## config.mk

```make
export PLATFORM = sky130hd
export DESIGN_NAME = led_display_command_framer
export DESIGN_NICKNAME = d
export VERILOG_FILES = /design/src/design/lcf_pkg.sv /design/src/design/lcf_front.sv /design/src/design/lcf_queue.sv /design/src/design/lcf_back.sv /design/src/design/led_display_command_framer.sv
export SDC_FILE = /design/constraint.sdc
export NUM_CORES = 1
export LEC_CHECK = 0
export ABC_AREA = 1
export BUFFER_PORTS_ARGS = -buffer_cell sky130_fd_sc_hd__buf_2
export CAP_MARGIN = 20
export CORE_ASPECT_RATIO = 1.5
export CORE_MARGIN = 1
export CORE_UTILIZATION = 35
export CTS_BUF_LIST = sky130_fd_sc_hd__clkbuf_16
export DETAILED_ROUTE_END_ITERATION = 8
export PLACE_DENSITY = 0.51
export SYNTH_ARGS = -nofsm -noshare
export SYNTH_HDL_FRONTEND = slang
export SYNTH_SLANG_ARGS = --single-unit
```

## constraint.sdc

```tcl
create_clock -name clk -period 3.6 [get_ports clk]
set_clock_uncertainty 0.2 [all_clocks]
set_input_delay 1.08 -clock clk [delete_from_list [all_inputs] [get_ports clk]]
set_output_delay 1.08 -clock clk [all_outputs]
set_load 0.05 [all_outputs]
```

## src/design/lcf_pkg.sv

```systemverilog
package lcf_pkg;

	localparam int MAX_MODULES_DEFAULT = 8;
	localparam int DIGIT_ROWS = 8;
	localparam int QUEUE_DEPTH = 4;
	localparam int SEL_W = 8;
	localparam int COUNT_CFG_W = 4;

	localparam logic [3:0] REG_NOOP = 4'd0;
	localparam logic [3:0] REG_DIGIT0 = 4'd1;
	localparam logic [3:0] REG_INTENSITY = 4'd10;
	localparam logic [3:0] REG_SHUTDOWN = 4'd12;
	localparam logic [3:0] REG_LAST_ROW = 4'(DIGIT_ROWS);

	localparam logic [7:0] DP_BIT = 8'b1000_0000;
	localparam logic [7:0] CHAR_BASE = 8'd40;
	localparam logic [7:0] CHAR_MAX = 8'd122;
	localparam logic [7:0] CHAR_LOWER_A = 8'd97;
	localparam logic [7:0] CASE_FOLD = 8'd32;
	localparam logic [7:0] CHAR_ROM_SIZE = 8'd56;
	localparam logic [7:0] NIBBLE_LIMIT = 8'd16;
	localparam logic [7:0] POS_LIMIT = 8'd8;

	typedef enum logic [2:0] {
		ACT_ROW       = 3'd0,
		ACT_HEX       = 3'd1,
		ACT_CHAR      = 3'd2,
		ACT_INTENSITY = 3'd3,
		ACT_SHUTDOWN  = 3'd4,
		ACT_CLEAR     = 3'd5
	} lcf_action_t;

	typedef struct packed {
		logic [2:0] action;
		logic [7:0] module_select;
		logic [7:0] position;
		logic [7:0] value;
		logic       decimal_point;
	} lcf_in_t;

	typedef struct packed {
		logic [3:0] register_address;
		logic [7:0] data_byte;
		logic       end_of_frame;
		logic       end_of_command;
	} lcf_out_t;

	typedef struct packed {
		logic [3:0]       reg_addr;
		logic [7:0]       data;
		logic [SEL_W-1:0] sel;
		logic             clear;
	} lcf_cmd_t;

	typedef struct packed {
		logic busy;
		logic last_pair;
	} lcf_back_status_t;

	function automatic logic [7:0] hex_seg(input logic [3:0] idx);
		logic [7:0] s;
		case (idx)
			4'h0: s = 8'h7E;
			4'h1: s = 8'h30;
			4'h2: s = 8'h6D;
			4'h3: s = 8'h79;
			4'h4: s = 8'h33;
			4'h5: s = 8'h5B;
			4'h6: s = 8'h5F;
			4'h7: s = 8'h70;
			4'h8: s = 8'h7F;
			4'h9: s = 8'h7B;
			4'hA: s = 8'h77;
			4'hB: s = 8'h1F;
			4'hC: s = 8'h0D;
			4'hD: s = 8'h3D;
			4'hE: s = 8'h4F;
			4'hF: s = 8'h47;
			default: s = 8'h00;
		endcase
		return s;
	endfunction

	function automatic logic [7:0] char_seg(input logic [5:0] idx);
		logic [7:0] s;
		case (idx)
			6'd4: s = 8'h80;
			6'd5: s = 8'h01;
			6'd6: s = 8'h80;
			6'd8: s = 8'h7E;
			6'd9: s = 8'h30;
			6'd10: s = 8'h6D;
			6'd11: s = 8'h79;
			6'd12: s = 8'h33;
			6'd13: s = 8'h5B;
			6'd14: s = 8'h5F;
			6'd15: s = 8'h70;
			6'd16: s = 8'h7F;
			6'd17: s = 8'h7B;
			6'd25: s = 8'h77;
			6'd26: s = 8'h1F;
			6'd27: s = 8'h0D;
			6'd28: s = 8'h3D;
			6'd29: s = 8'h4F;
			6'd30: s = 8'h47;
			6'd32: s = 8'h37;
			6'd36: s = 8'h0E;
			6'd40: s = 8'h67;
			6'd55: s = 8'h08;
			default: s = 8'h00;
		endcase
		return s;
	endfunction

endpackage

```

## src/design/lcf_front.sv

```systemverilog
module lcf_front (
	input  logic              clk,
	input  logic              arst_n,
	input  logic              cmd_valid,
	output logic              cmd_stall,
	input  lcf_pkg::lcf_in_t  cmd,
	output logic              push,
	output lcf_pkg::lcf_cmd_t push_data,
	input  logic              q_full
);
	import lcf_pkg::*;

	logic     s1_valid_q;
	lcf_cmd_t cmd_s1;
	lcf_cmd_t cls;
	logic     keep;
	logic     accept;
	logic [7:0] c;
	logic     pos_ok;

	always_comb begin
		pos_ok = cmd.position < POS_LIMIT;
		c = cmd.value;
		if (c < CHAR_BASE || c > CHAR_MAX) begin
			c = CHAR_BASE;
		end
		if (c >= CHAR_LOWER_A) begin
			c = c - CASE_FOLD;
		end
		c = c - CHAR_BASE;
		cls.sel = cmd.module_select;
		cls.clear = 1'b0;
		cls.reg_addr = REG_DIGIT0 + cmd.position[3:0];
		cls.data = 8'h00;
		keep = 1'b0;
		case (lcf_action_t'(cmd.action))
			ACT_ROW: begin
				keep = pos_ok;
				cls.data = cmd.value;
			end
			ACT_HEX: begin
				keep = pos_ok && (cmd.value < NIBBLE_LIMIT);
				cls.data = hex_seg(cmd.value[3:0]) | (cmd.decimal_point ? DP_BIT : 8'h00);
			end
			ACT_CHAR: begin
				keep = pos_ok && (c < CHAR_ROM_SIZE);
				cls.data = char_seg(c[5:0]) | (cmd.decimal_point ? DP_BIT : 8'h00);
			end
			ACT_INTENSITY: begin
				keep = cmd.value < NIBBLE_LIMIT;
				cls.reg_addr = REG_INTENSITY;
				cls.data = cmd.value;
			end
			ACT_SHUTDOWN: begin
				keep = 1'b1;
				cls.reg_addr = REG_SHUTDOWN;
				cls.data = cmd.value[0] ? 8'h00 : 8'h01;
			end
			ACT_CLEAR: begin
				keep = 1'b1;
				cls.reg_addr = REG_DIGIT0;
				cls.clear = 1'b1;
			end
			default: begin
				keep = 1'b0;
			end
		endcase
	end

	assign cmd_stall = s1_valid_q && q_full;
	assign accept = cmd_valid && !cmd_stall;
	assign push = s1_valid_q && !q_full;
	assign push_data = cmd_s1;

	always_ff @(posedge clk or negedge arst_n) begin
		if (!arst_n) begin
			s1_valid_q <= 1'b0;
		end else if (!s1_valid_q || push) begin
			s1_valid_q <= accept && keep;
		end
	end

	always_ff @(posedge clk) begin
		if (accept) begin
			cmd_s1 <= cls;
		end
	end

endmodule

```

## src/design/lcf_queue.sv

```systemverilog
module lcf_queue #(
	parameter int DEPTH = lcf_pkg::QUEUE_DEPTH
) (
	input  logic              clk,
	input  logic              arst_n,
	input  logic              push,
	input  lcf_pkg::lcf_cmd_t push_data,
	output logic              full,
	input  logic              pop,
	output lcf_pkg::lcf_cmd_t pop_data,
	output logic              empty
);
	import lcf_pkg::*;

	localparam int AW = (DEPTH > 1) ? $clog2(DEPTH) : 1;
	localparam int CW = $clog2(DEPTH + 1);

	lcf_cmd_t          entry_q [DEPTH];
	logic [AW-1:0]     wr_ptr_q;
	logic [AW-1:0]     rd_ptr_q;
	logic [CW-1:0]     count_q;

	assign full = count_q == CW'(DEPTH);
	assign empty = count_q == '0;
	assign pop_data = entry_q[rd_ptr_q];

	always_ff @(posedge clk or negedge arst_n) begin
		if (!arst_n) begin
			wr_ptr_q <= '0;
			rd_ptr_q <= '0;
			count_q <= '0;
		end else begin
			if (push) begin
				wr_ptr_q <= (wr_ptr_q == AW'(DEPTH - 1)) ? '0 : wr_ptr_q + 1'b1;
			end
			if (pop) begin
				rd_ptr_q <= (rd_ptr_q == AW'(DEPTH - 1)) ? '0 : rd_ptr_q + 1'b1;
			end
			if (push && !pop) begin
				count_q <= count_q + 1'b1;
			end else if (pop && !push) begin
				count_q <= count_q - 1'b1;
			end
		end
	end

	always_ff @(posedge clk) begin
		if (push) begin
			entry_q[wr_ptr_q] <= push_data;
		end
	end

endmodule

```

## src/design/lcf_back.sv

```systemverilog
module lcf_back #(
	parameter int MAX_MODULES = lcf_pkg::MAX_MODULES_DEFAULT
) (
	input  logic                               clk,
	input  logic                               arst_n,
	input  logic [$clog2(MAX_MODULES+1)-1:0]   eff_count,
	input  logic                               q_empty,
	input  lcf_pkg::lcf_cmd_t                  q_data,
	output logic                               pop,
	output logic                               res_valid,
	input  logic                               res_stall,
	output lcf_pkg::lcf_out_t                  res,
	output lcf_pkg::lcf_back_status_t          status
);
	import lcf_pkg::*;

	localparam int CW = $clog2(MAX_MODULES + 1);
	localparam int IW = (MAX_MODULES > 1) ? $clog2(MAX_MODULES) : 1;

	logic          busy_q;
	lcf_cmd_t      cur_q;
	logic [IW-1:0] idx_q;
	logic          res_valid_q;
	lcf_out_t      res_q;

	lcf_out_t      pair;
	logic          hit;
	logic          last_idx;
	logic          last_pair;
	logic          out_ready;
	logic          advance;
	logic [CW-1:0] top_idx;

	always_comb begin
		top_idx = eff_count - 1'b1;
		last_idx = idx_q == '0;
		last_pair = last_idx && (!cur_q.clear || cur_q.reg_addr == REG_LAST_ROW);
		hit = (cur_q.sel >= SEL_W'(eff_count)) || (cur_q.sel == SEL_W'(idx_q));
		pair.register_address = hit ? cur_q.reg_addr : REG_NOOP;
		pair.data_byte = hit ? cur_q.data : 8'h00;
		pair.end_of_frame = last_idx;
		pair.end_of_command = last_pair;
		out_ready = !res_valid_q || !res_stall;
		advance = busy_q && out_ready;
		pop = !q_empty && (!busy_q || (advance && last_pair));
	end

	assign res_valid = res_valid_q;
	assign res = res_q;
	assign status.busy = busy_q;
	assign status.last_pair = last_pair;

	always_ff @(posedge clk or negedge arst_n) begin
		if (!arst_n) begin
			busy_q <= 1'b0;
			res_valid_q <= 1'b0;
		end else begin
			if (advance) begin
				res_valid_q <= 1'b1;
			end else if (out_ready) begin
				res_valid_q <= 1'b0;
			end
			if (pop) begin
				busy_q <= 1'b1;
			end else if (advance && last_pair) begin
				busy_q <= 1'b0;
			end
		end
	end

	always_ff @(posedge clk) begin
		if (advance) begin
			res_q <= pair;
		end
		if (pop) begin
			cur_q <= q_data;
			idx_q <= top_idx[IW-1:0];
		end else if (advance) begin
			if (last_idx) begin
				cur_q.reg_addr <= cur_q.reg_addr + 1'b1;
				idx_q <= top_idx[IW-1:0];
			end else begin
				idx_q <= idx_q - 1'b1;
			end
		end
	end

endmodule

```

## src/design/led_display_command_framer.sv

```systemverilog
// Turns display commands into register/data word pairs for a chain of LED
// driver chips, one pair per chained module per frame, last module first.
// The command channel (cmd_valid, cmd_stall, cmd) takes one beat whenever
// cmd_valid is high and cmd_stall is low; commands that are malformed are
// dropped and give no beats. The result channel (res_valid, res_stall, res)
// delivers one pair per beat; end_of_frame marks the pair for module 0 and
// end_of_command the last pair of the command.
// A command takes module_count beats, or eight frames of module_count beats
// for clear, set by the single output pair each cycle while res_stall is low.
// From idle, an accepted beat passes the front stage, queue, command and
// output registers to its first pair; a four-entry queue lets new commands
// enter while pairs of earlier ones are still going out. The module count is
// written through cfg_valid, cfg_ready and cfg_data; the user must write it
// only while the block is idle (not enforced). A count of zero acts as one
// and counts above the chain maximum are clipped. Reset sets the count to
// one and empties the queue and output register. While res_stall is high
// the current pair holds and the queue fills, after which cmd_stall rises.
module led_display_command_framer #(
	parameter int MAX_MODULES = lcf_pkg::MAX_MODULES_DEFAULT
) (
	input  logic                clk,
	input  logic                arst_n,
	input  logic                cmd_valid,
	output logic                cmd_stall,
	input  lcf_pkg::lcf_in_t    cmd,
	output logic                res_valid,
	input  logic                res_stall,
	output lcf_pkg::lcf_out_t   res,
	input  logic                cfg_valid,
	output logic                cfg_ready,
	input  logic [lcf_pkg::COUNT_CFG_W-1:0] cfg_data
);
	import lcf_pkg::*;

	localparam int CW = $clog2(MAX_MODULES + 1);

	logic [COUNT_CFG_W-1:0] count_q;
	logic [CW-1:0]          eff_count;
	logic                   push;
	lcf_cmd_t               push_data;
	logic                   q_full;
	logic                   pop;
	lcf_cmd_t               pop_data;
	logic                   q_empty;
	lcf_back_status_t       status;

	assign cfg_ready = 1'b1;

	always_comb begin
		if (count_q == '0) begin
			eff_count = CW'(1);
		end else if (32'(count_q) > MAX_MODULES) begin
			eff_count = CW'(MAX_MODULES);
		end else begin
			eff_count = CW'(count_q);
		end
	end

	always_ff @(posedge clk or negedge arst_n) begin
		if (!arst_n) begin
			count_q <= COUNT_CFG_W'(1);
		end else if (cfg_valid && cfg_ready) begin
			count_q <= cfg_data;
		end
	end

	lcf_front u_front (
		.clk       (clk),
		.arst_n    (arst_n),
		.cmd_valid (cmd_valid),
		.cmd_stall (cmd_stall),
		.cmd       (cmd),
		.push      (push),
		.push_data (push_data),
		.q_full    (q_full)
	);

	lcf_queue #(
		.DEPTH (QUEUE_DEPTH)
	) u_queue (
		.clk       (clk),
		.arst_n    (arst_n),
		.push      (push),
		.push_data (push_data),
		.full      (q_full),
		.pop       (pop),
		.pop_data  (pop_data),
		.empty     (q_empty)
	);

	lcf_back #(
		.MAX_MODULES (MAX_MODULES)
	) u_back (
		.clk       (clk),
		.arst_n    (arst_n),
		.eff_count (eff_count),
		.q_empty   (q_empty),
		.q_data    (pop_data),
		.pop       (pop),
		.res_valid (res_valid),
		.res_stall (res_stall),
		.res       (res),
		.status    (status)
	);

`ifndef SYNTHESIS
	a_frame_continues: assert property (@(posedge clk) disable iff (!arst_n)
		res_valid && !res_stall && !res.end_of_command |=> res_valid)
		else $error("pair missing inside a command");

	a_eoc_on_frame_end: assert property (@(posedge clk) disable iff (!arst_n)
		res_valid |-> (!res.end_of_command || res.end_of_frame))
		else $error("command ended before its frame ended");

	a_no_spurious_pair: assert property (@(posedge clk) disable iff (!arst_n)
		!status.busy && q_empty && (!res_valid || !res_stall) |=> !res_valid)
		else $error("pair emitted with no command pending");

	a_pop_only_when_free: assert property (@(posedge clk) disable iff (!arst_n)
		pop |-> (!status.busy || (status.last_pair && (!res_valid || !res_stall))))
		else $error("queue popped while a command was still in progress");
`endif

endmodule

```

==> results of run 1 <==
## state kept, by name, indices dropped and copies added, names as in the netlist, 2 cells and up
name	cells
u_queue.entry_q	84
u_back.cur_q	21
u_front.push_data	21
u_back.res	14
count_q	4
u_back.idx_q	3
u_queue.count_q	3
u_queue.rd_ptr_q	2
u_queue.wr_ptr_q	2
## logic make-up after synthesis
family | count (synthesis) | synth area share (%)
buf+inv | 99 | 5.34
fa+ha+maj | 32 | 5.63
xor+xnor | 9 | 1.09
simple gates | 207 | 12.0
flops | 157 | 64.2
other cells | 1 | 0.0518
compound gates | 139 | 11.0
mux | 5 | 0.760
## metrics by stage
step	worst slack [ns]	power, W	instance area [um2]	utilization (%)
4_1_cts	0.432	0.00564	8570	42.2
6_report	0.430	0.00558	8570	42.2
3_3_place_gp	0.0798	0.00387	7980	39.3
2_1_floorplan	0.125	0.00344	7240	-
3_5_place_dp	-0.0169	0.00390	7980	39.3
5_1_grt	0.0703	0.00588	8570	42.2
## worst max path at each step
stage,startpoint,to,slack [ns],depth (start not counted)
3_3_place_gp,cmd[6],u_front.push_data[13]$_DFFE_PP_,0.08,19
4_1_cts,cmd[3],u_front.push_data[13]$_DFFE_PP_,0.43,18
2_1_floorplan,cmd[2],u_front.push_data[13]$_DFFE_PP_,0.13,17
5_1_grt,cmd[7],u_front.push_data[13]$_DFFE_PP_,0.07,20
3_5_place_dp,cmd[3],u_front.push_data[13]$_DFFE_PP_,-0.02,18
6_report,cmd[3],u_front.push_data[10]$_DFFE_PP_,0.43,18
## per-layer routing
layer / share of wire, % / vias up
met4: 2.2 / 0
met3: 3.0 / 20
li1: - / 2435
met1: 41 / 2315
met5: 0 / -
met2: 54 / 115
## cells in the final DEF, fill, tap and decap left out, types with 2 or more instances in the layout
cell	count
edfxtp_1	143
nand2_1	95
o21ai_0	74
inv_1	73
nor2_1	65
buf_2	52
buf_4	33
ha_1	31
nand3_1	24
o22ai_1	22
a21oi_1	17
clkbuf_16	17
dfrtp_1	13
nor3_1	8
o211ai_1	7
xnor2_1	5
inv_8	5
nor2_2	4
nand4_1	4
xor2_1	4
o21ai_1	4
mux2_2	4
inv_6	4
nand2_2	3
a31oi_1	3
o2111ai_1	3
clkinv_8	3
inv_2	2
o221ai_1	2
clkinv_4	2
## area by class of cell
type                       instances  area (um2)  share of cell area (%)
tap                              264         330                    3.85
timing repair buffer              85         508                    5.92
multi-input combinational        393        2210                    25.8
sequential                       157        4650                    54.2
clock inverter                    15         165                    1.93
clock buffer                      17         425                    4.96
inverter                          77         292                    3.40
## power by group through the flow
| stage | clock (W) | sequential [W] | combinational (W) |
|---|---|---|---|
| after floorplan | 0 | 0.00260 | 0.000844 |
| after global placement | 0 | 0.00251 | 0.00136 |
| after detailed placement | 0 | 0.00251 | 0.00139 |
| after CTS | 0.00177 | 0.00248 | 0.00139 |
| after global routing | 0.00183 | 0.00250 | 0.00155 |
| final | 0.00173 | 0.00248 | 0.00137 |
## worst register-to-register path, stage by stage (launching register included)
cell      delay (ns)
edfxtp_1        0.39
inv_1           0.14
ha_1            0.16
inv_1           0.04
nor2_1          0.18
inv_1           0.08
a21oi_1         0.16
nand2_1         0.07
nand2_1         0.08
inv_1           0.05
nor2_2          0.09
inv_1           0.11
ha_1            0.20
inv_1           0.10
fa_1            0.42
nor2_1          0.12
a21oi_1         0.05
==> flow_summary.toml, run 1 <==
[clock_network]
cts-root-buf = "clkbuf_16"
ctsResizeCount = 0
clk_latency_ns = 0.42
cts_tree = "yes"
cts_max_path_buffers = 2
cts_buffers = 17
cts_hold_repair.buffers = 0
cts_sinks = 157
cts_max_level = 4
post-cts-setup-buffers = 0
clkTransAtPathRegs_ns = 0.06

[sta]
fin_crit_ns = 3.17
maxSlewViolCount = 0
finalSetupTns_ns = 0
timing.fmax_mhz = 315
hold_viol_final = 0
setup_viol = 0
finalCritPeriodShare_pct = 88.1
rsz0062_at_grt = "no"
tightest_slew_ns = 0.851
slew_headroom_pct = 43.2
finalHoldWorstSlack_ns = 0.292

[setup_path]
r2r_end = "u_queue.count_q[1]$_DFFE_PN0P_"
cp_common_cell = "nand2_1"
r2r_slack_ns = 0.86
reg2reg_from = "u_back.idx_q[0]$_DFFE_PP_"
required_ns = 3.55
endpoint_kind = "flop"
crit_fanout = 8
reg2reg_depth = 16
cp_slowest_cell = "ha_1"
start_kind = "input pin"
cp.arrival_ns = 3.12
worst-path-buf-inv = 3
crit_path_max_incr_delay_ns = 0.20
path_class = "in2reg"
critical-path-top-delay-family = "simple AND/OR/NAND/NOR gates"
crit_chain = "buf_2 > nor2_1 > nand2_1 > nand4_1 > nand2_2 > nor2_1 > inv_1 > ha_1 > nor3_1 > nand4_1 > nand2_1 > nand2_1 > nand2_2 > nand2_4 > inv_4 > nand2_1 > nand3_1 > o211ai_1"

[cells_and_area]
layout-drive-gt1-share_pct = 18.3
nFillCells = 1988
fin_nets = 800
num_antenna_cells = 0
fin_cells = 1008
area_growth_syn_to_layout_pct = 18.4

[power]
p_sw_share_pct = 33.4
power.internal_w = 0.00372
seqPwrFrac_pct = 44.4
vdd_drop_max_uv = 440
p_switching_w = 0.00186
clkPwrFrac_pct = 31.1
p_per_area_nw_per_um2 = 651
p_leak_nw = 3.43
combPwrFrac_pct = 24.5

[min_path]
holdPathEnd = "u_queue.entry_q[3][15]$_DFFE_PP_"
worstHoldStart = "u_front.push_data[15]$_DFFE_PP_"
whs_path_depth = 0
hp-class = "reg2reg"

[die]
row_count = 64
start_util_pct = 35.6
die_x_um = 119
fp.dieH_um = 178
num_io_pins = 54
dieArea_um2 = 21300
core_area_um2 = 20300

[detailed_routing]
drc = 0
first_pass_iters = 7
first_iter_violations = 346
wl_per_cell_um = 15.7
wl_um = 15800
antenna_left = 0
vias_per_cell = 4.85
vias = 4885

[synthesis]
postSynthAreaPerCell_um2 = 11.2
synth_common_cells = "edfxtp_1, nand2_1, o21ai_0"
mappedNetlistNets = 718
ys_warn_count = 0
synthCells = 649
yosysSeqAreaShare_pct = 64.2
yosysTopAreaCellShare_pct = 59.3
syn_area_um2 = 7240
synth.area.top_cells = "edfxtp_1, ha_1, o21ai_0"
synth_cell_types = 44
synthArstFlopShare_pct = 8.92
ys.flop_type = "edfxtp_1"
synth_most_common_cell = "edfxtp_1"
synth_seq_cells = 157
yosysTopAreaCell = "edfxtp_1"
synth_edf_count = 143

[grt]
antenna_found_initial = 0
grtUsageMet3_pct = 2.24
grtUsageTotal_pct = 15.8
grt_busiest_layer = "met2"
grt_pass1_wl_um = 25200
grt_util_met1_pct = 17.2
grt_max_degree = 45
met2_usage_pct = 29.7
grt-ovfl-total = 0
grt_pass1_vias = 4894

[run]
cap_violations = 0

[place]
place_hpwl_um = 11300
routabilityCongestion = 0.862
dp_cells = 976
port_buffers = 52

[status]
outcome = "finished clean"
Power figures use the tool's default switching activity.
==> inputs of run 2 (changes only) <==
--- a/config.mk
+++ b/config.mk
@@ -13,6 +13,7 @@
 export CORE_UTILIZATION = 35
 export CTS_BUF_LIST = sky130_fd_sc_hd__clkbuf_16
 export DETAILED_ROUTE_END_ITERATION = 8
+export GPL_TIMING_DRIVEN = 0
 export PLACE_DENSITY = 0.51
 export SYNTH_ARGS = -nofsm -noshare
 export SYNTH_HDL_FRONTEND = slang
==> constraint.sdc (replaced) <==
create_clock -name clk -period 3.6 [get_ports clk]
set_clock_uncertainty 0.2 [all_clocks]
set_input_delay 0.9 -clock clk [delete_from_list [all_inputs] [get_ports clk]]
set_output_delay 0.9 -clock clk [all_outputs]
set_load 0.05 [all_outputs]
==> run 2 against run 1 <==
Effect of this change: via count rose by 1.8%; clock power barely moved; routed wire length rose by 3.1%; global-route usage rose by 0.31 points; setup slack got worse by 0.27 ns; total power rose by 1.0%; register-to-register slack got worse by 0.10 ns; sequential share of layout area rose by 0.34 points.
==> flow_summary.toml, run 2 (synthesis gave the netlist of run 1 again) <==
[clock_network]
clk_latency_ns = 0.42
cts_hold_repair.buffers = 0
cts_max_level = 4
cts_max_path_buffers = 2
post-cts-setup-buffers = 0
cts_sinks = 157
cts_tree = "yes"
cts-root-buf = "clkbuf_16"
cts_buffers = 17
clkTransAtPathRegs_ns = 0.07

[setup_path]
crit_fanout = 6
required_ns = 3.54
reg2reg_depth = 16
endpoint_kind = "flop"
cp.arrival_ns = 3.38
start_kind = "input pin"
timing.critical_path.from = "cmd[2]"
reg2reg_from = "u_back.idx_q[0]$_DFFE_PP_"
path_class = "in2reg"

[sta]
hold_viol_final = 0
fin_crit_ns = 3.44
slew_headroom_pct = 32.1
tightest_slew_ns = 1.01
setup_viol = 0
rsz0062_at_grt = "no"
timing.fmax_mhz = 291
maxSlewViolCount = 0
fin_ws_ns = 0.164
finalCritPeriodShare_pct = 95.5

[grt]
grtUsageMet3_pct = 3.04
grt_max_degree = 22
grt-ovfl-total = 0
grt_pass1_wl_um = 25700
grt_util_met1_pct = 16.7
grtUsageTotal_pct = 16.1
grt_busiest_layer = "met2"
antenna_found_initial = 0
met2_usage_pct = 31.0
grt_pass1_vias = 5076

[min_path]
hp-class = "in2async"

[cells_and_area]
multiInputGateArea_um2 = 2230
layout-drive-gt1-share_pct = 16.0
final_common_cell = "edfxtp_1"
largest_register = "u_queue.entry_q"
fin_cells = 1001
fin_nets = 793
final_cell_mix = "edfxtp_1, nand2_1, o21ai_0"
seqCellArea_um2 = 4650
area_growth_syn_to_layout_pct = 17.7
num_antenna_cells = 0
final_core_util_pct = 41.9
nFillCells = 1980
largest_reg_flops = 84

[detailed_routing]
first_iter_violations = 238
drc = 0
first_pass_iters = 5
antenna_left = 0
vias_per_cell = 4.97
wl_per_cell_um = 16.3
wl_um = 16300
vias = 4972

[place]
pre_cts_ws_ns = -0.572
place_hpwl_um = 11800
port_buffers = 51
dp_cells = 969
routabilityCongestion = 0.874

[die]
dieArea_um2 = 21300
start_util_pct = 35.6
row_count = 64
num_io_pins = 54
fp.dieH_um = 178
core_area_um2 = 20300
die_x_um = 119

[power]
p_leak_nw = 3.34
p_per_area_nw_per_um2 = 662
vdd_drop_max_uv = 426

[status]
outcome = "finished clean"

[run]
cap_violations = 0
run 2: path summary, 6_finish.rpt:
path / to / slack (ns)
setup / recovery: u_front.push_data[12]$_DFFE_PP_ / 0.16
max in group asynchronous: count_q[0]$_DFFE_PN1P_ / 2.72
hold reg to reg: u_queue.entry_q[1][5]$_DFFE_PP_ / 0.30
setup reg to reg: u_queue.count_q[1]$_DFFE_PN0P_ / 0.76
min in group clk: u_queue.entry_q[1][5]$_DFFE_PP_ / 0.30
hold / removal: count_q[3]$_DFFE_PN0P_ / 0.18
run 2: metrics by stage:
stage	hold WS [ns]	TNS (ns)	area, um2	total power (W)
after detailed placement	0.279	-4.24	7910	0.00395
after floorplan	0.259	0	7240	0.00344
after CTS	0.172	0	8520	0.00570
final	0.176	0	8520	0.00564
after global routing	0.185	0	8520	0.00595
after global placement	0.264	-3.57	7830	0.00387
run 2: power breakdown:
group          internal, W  leakage, nW  total, W  switching, W
Combinational     0.000430         1.55   0.00141      0.000982
Clock             0.000933        0.291   0.00175      0.000812
Sequential         0.00235         1.50   0.00248      0.000130
Total              0.00371         3.34   0.00564       0.00192
run 2: metal layers:
metal / vias to the layer above / part of all wire, %
met5: - / 0
met4: 0 / 2.5
met3: 18 / 3.3
met2: 138 / 55
met1: 2387 / 39
li1: 2429 / -
run 2: what timing repair did:
item,4_1_cts,5_1_grt
endpoints found under the setup margin,7,7
gates cloned,0,0
resized for setup,3,2
run 2: final cells by class:
class	instances	area share (%)
Tap cell	264	3.88
Inverter	77	3.42
Buffer	22	1.12
Clock buffer	17	4.99
Multi-Input combinational cell	393	26.2
Clock inverter	15	2.01
Timing Repair Buffer	56	3.88
Sequential cell	157	54.5
run 2: critical path, stage by stage:
cell	delay, ns
buf_2	0.14
inv_2	0.13
nand2_1	0.15
nand4_1	0.14
nand2_2	0.12
nor2_4	0.16
inv_1	0.13
ha_2	0.23
nor3_1	0.21
nand4_1	0.20
nand2_1	0.15
nand3_1	0.15
nand2_4	0.17
o21ai_0	0.16
o21ai_1	0.12
o211ai_1	0.13
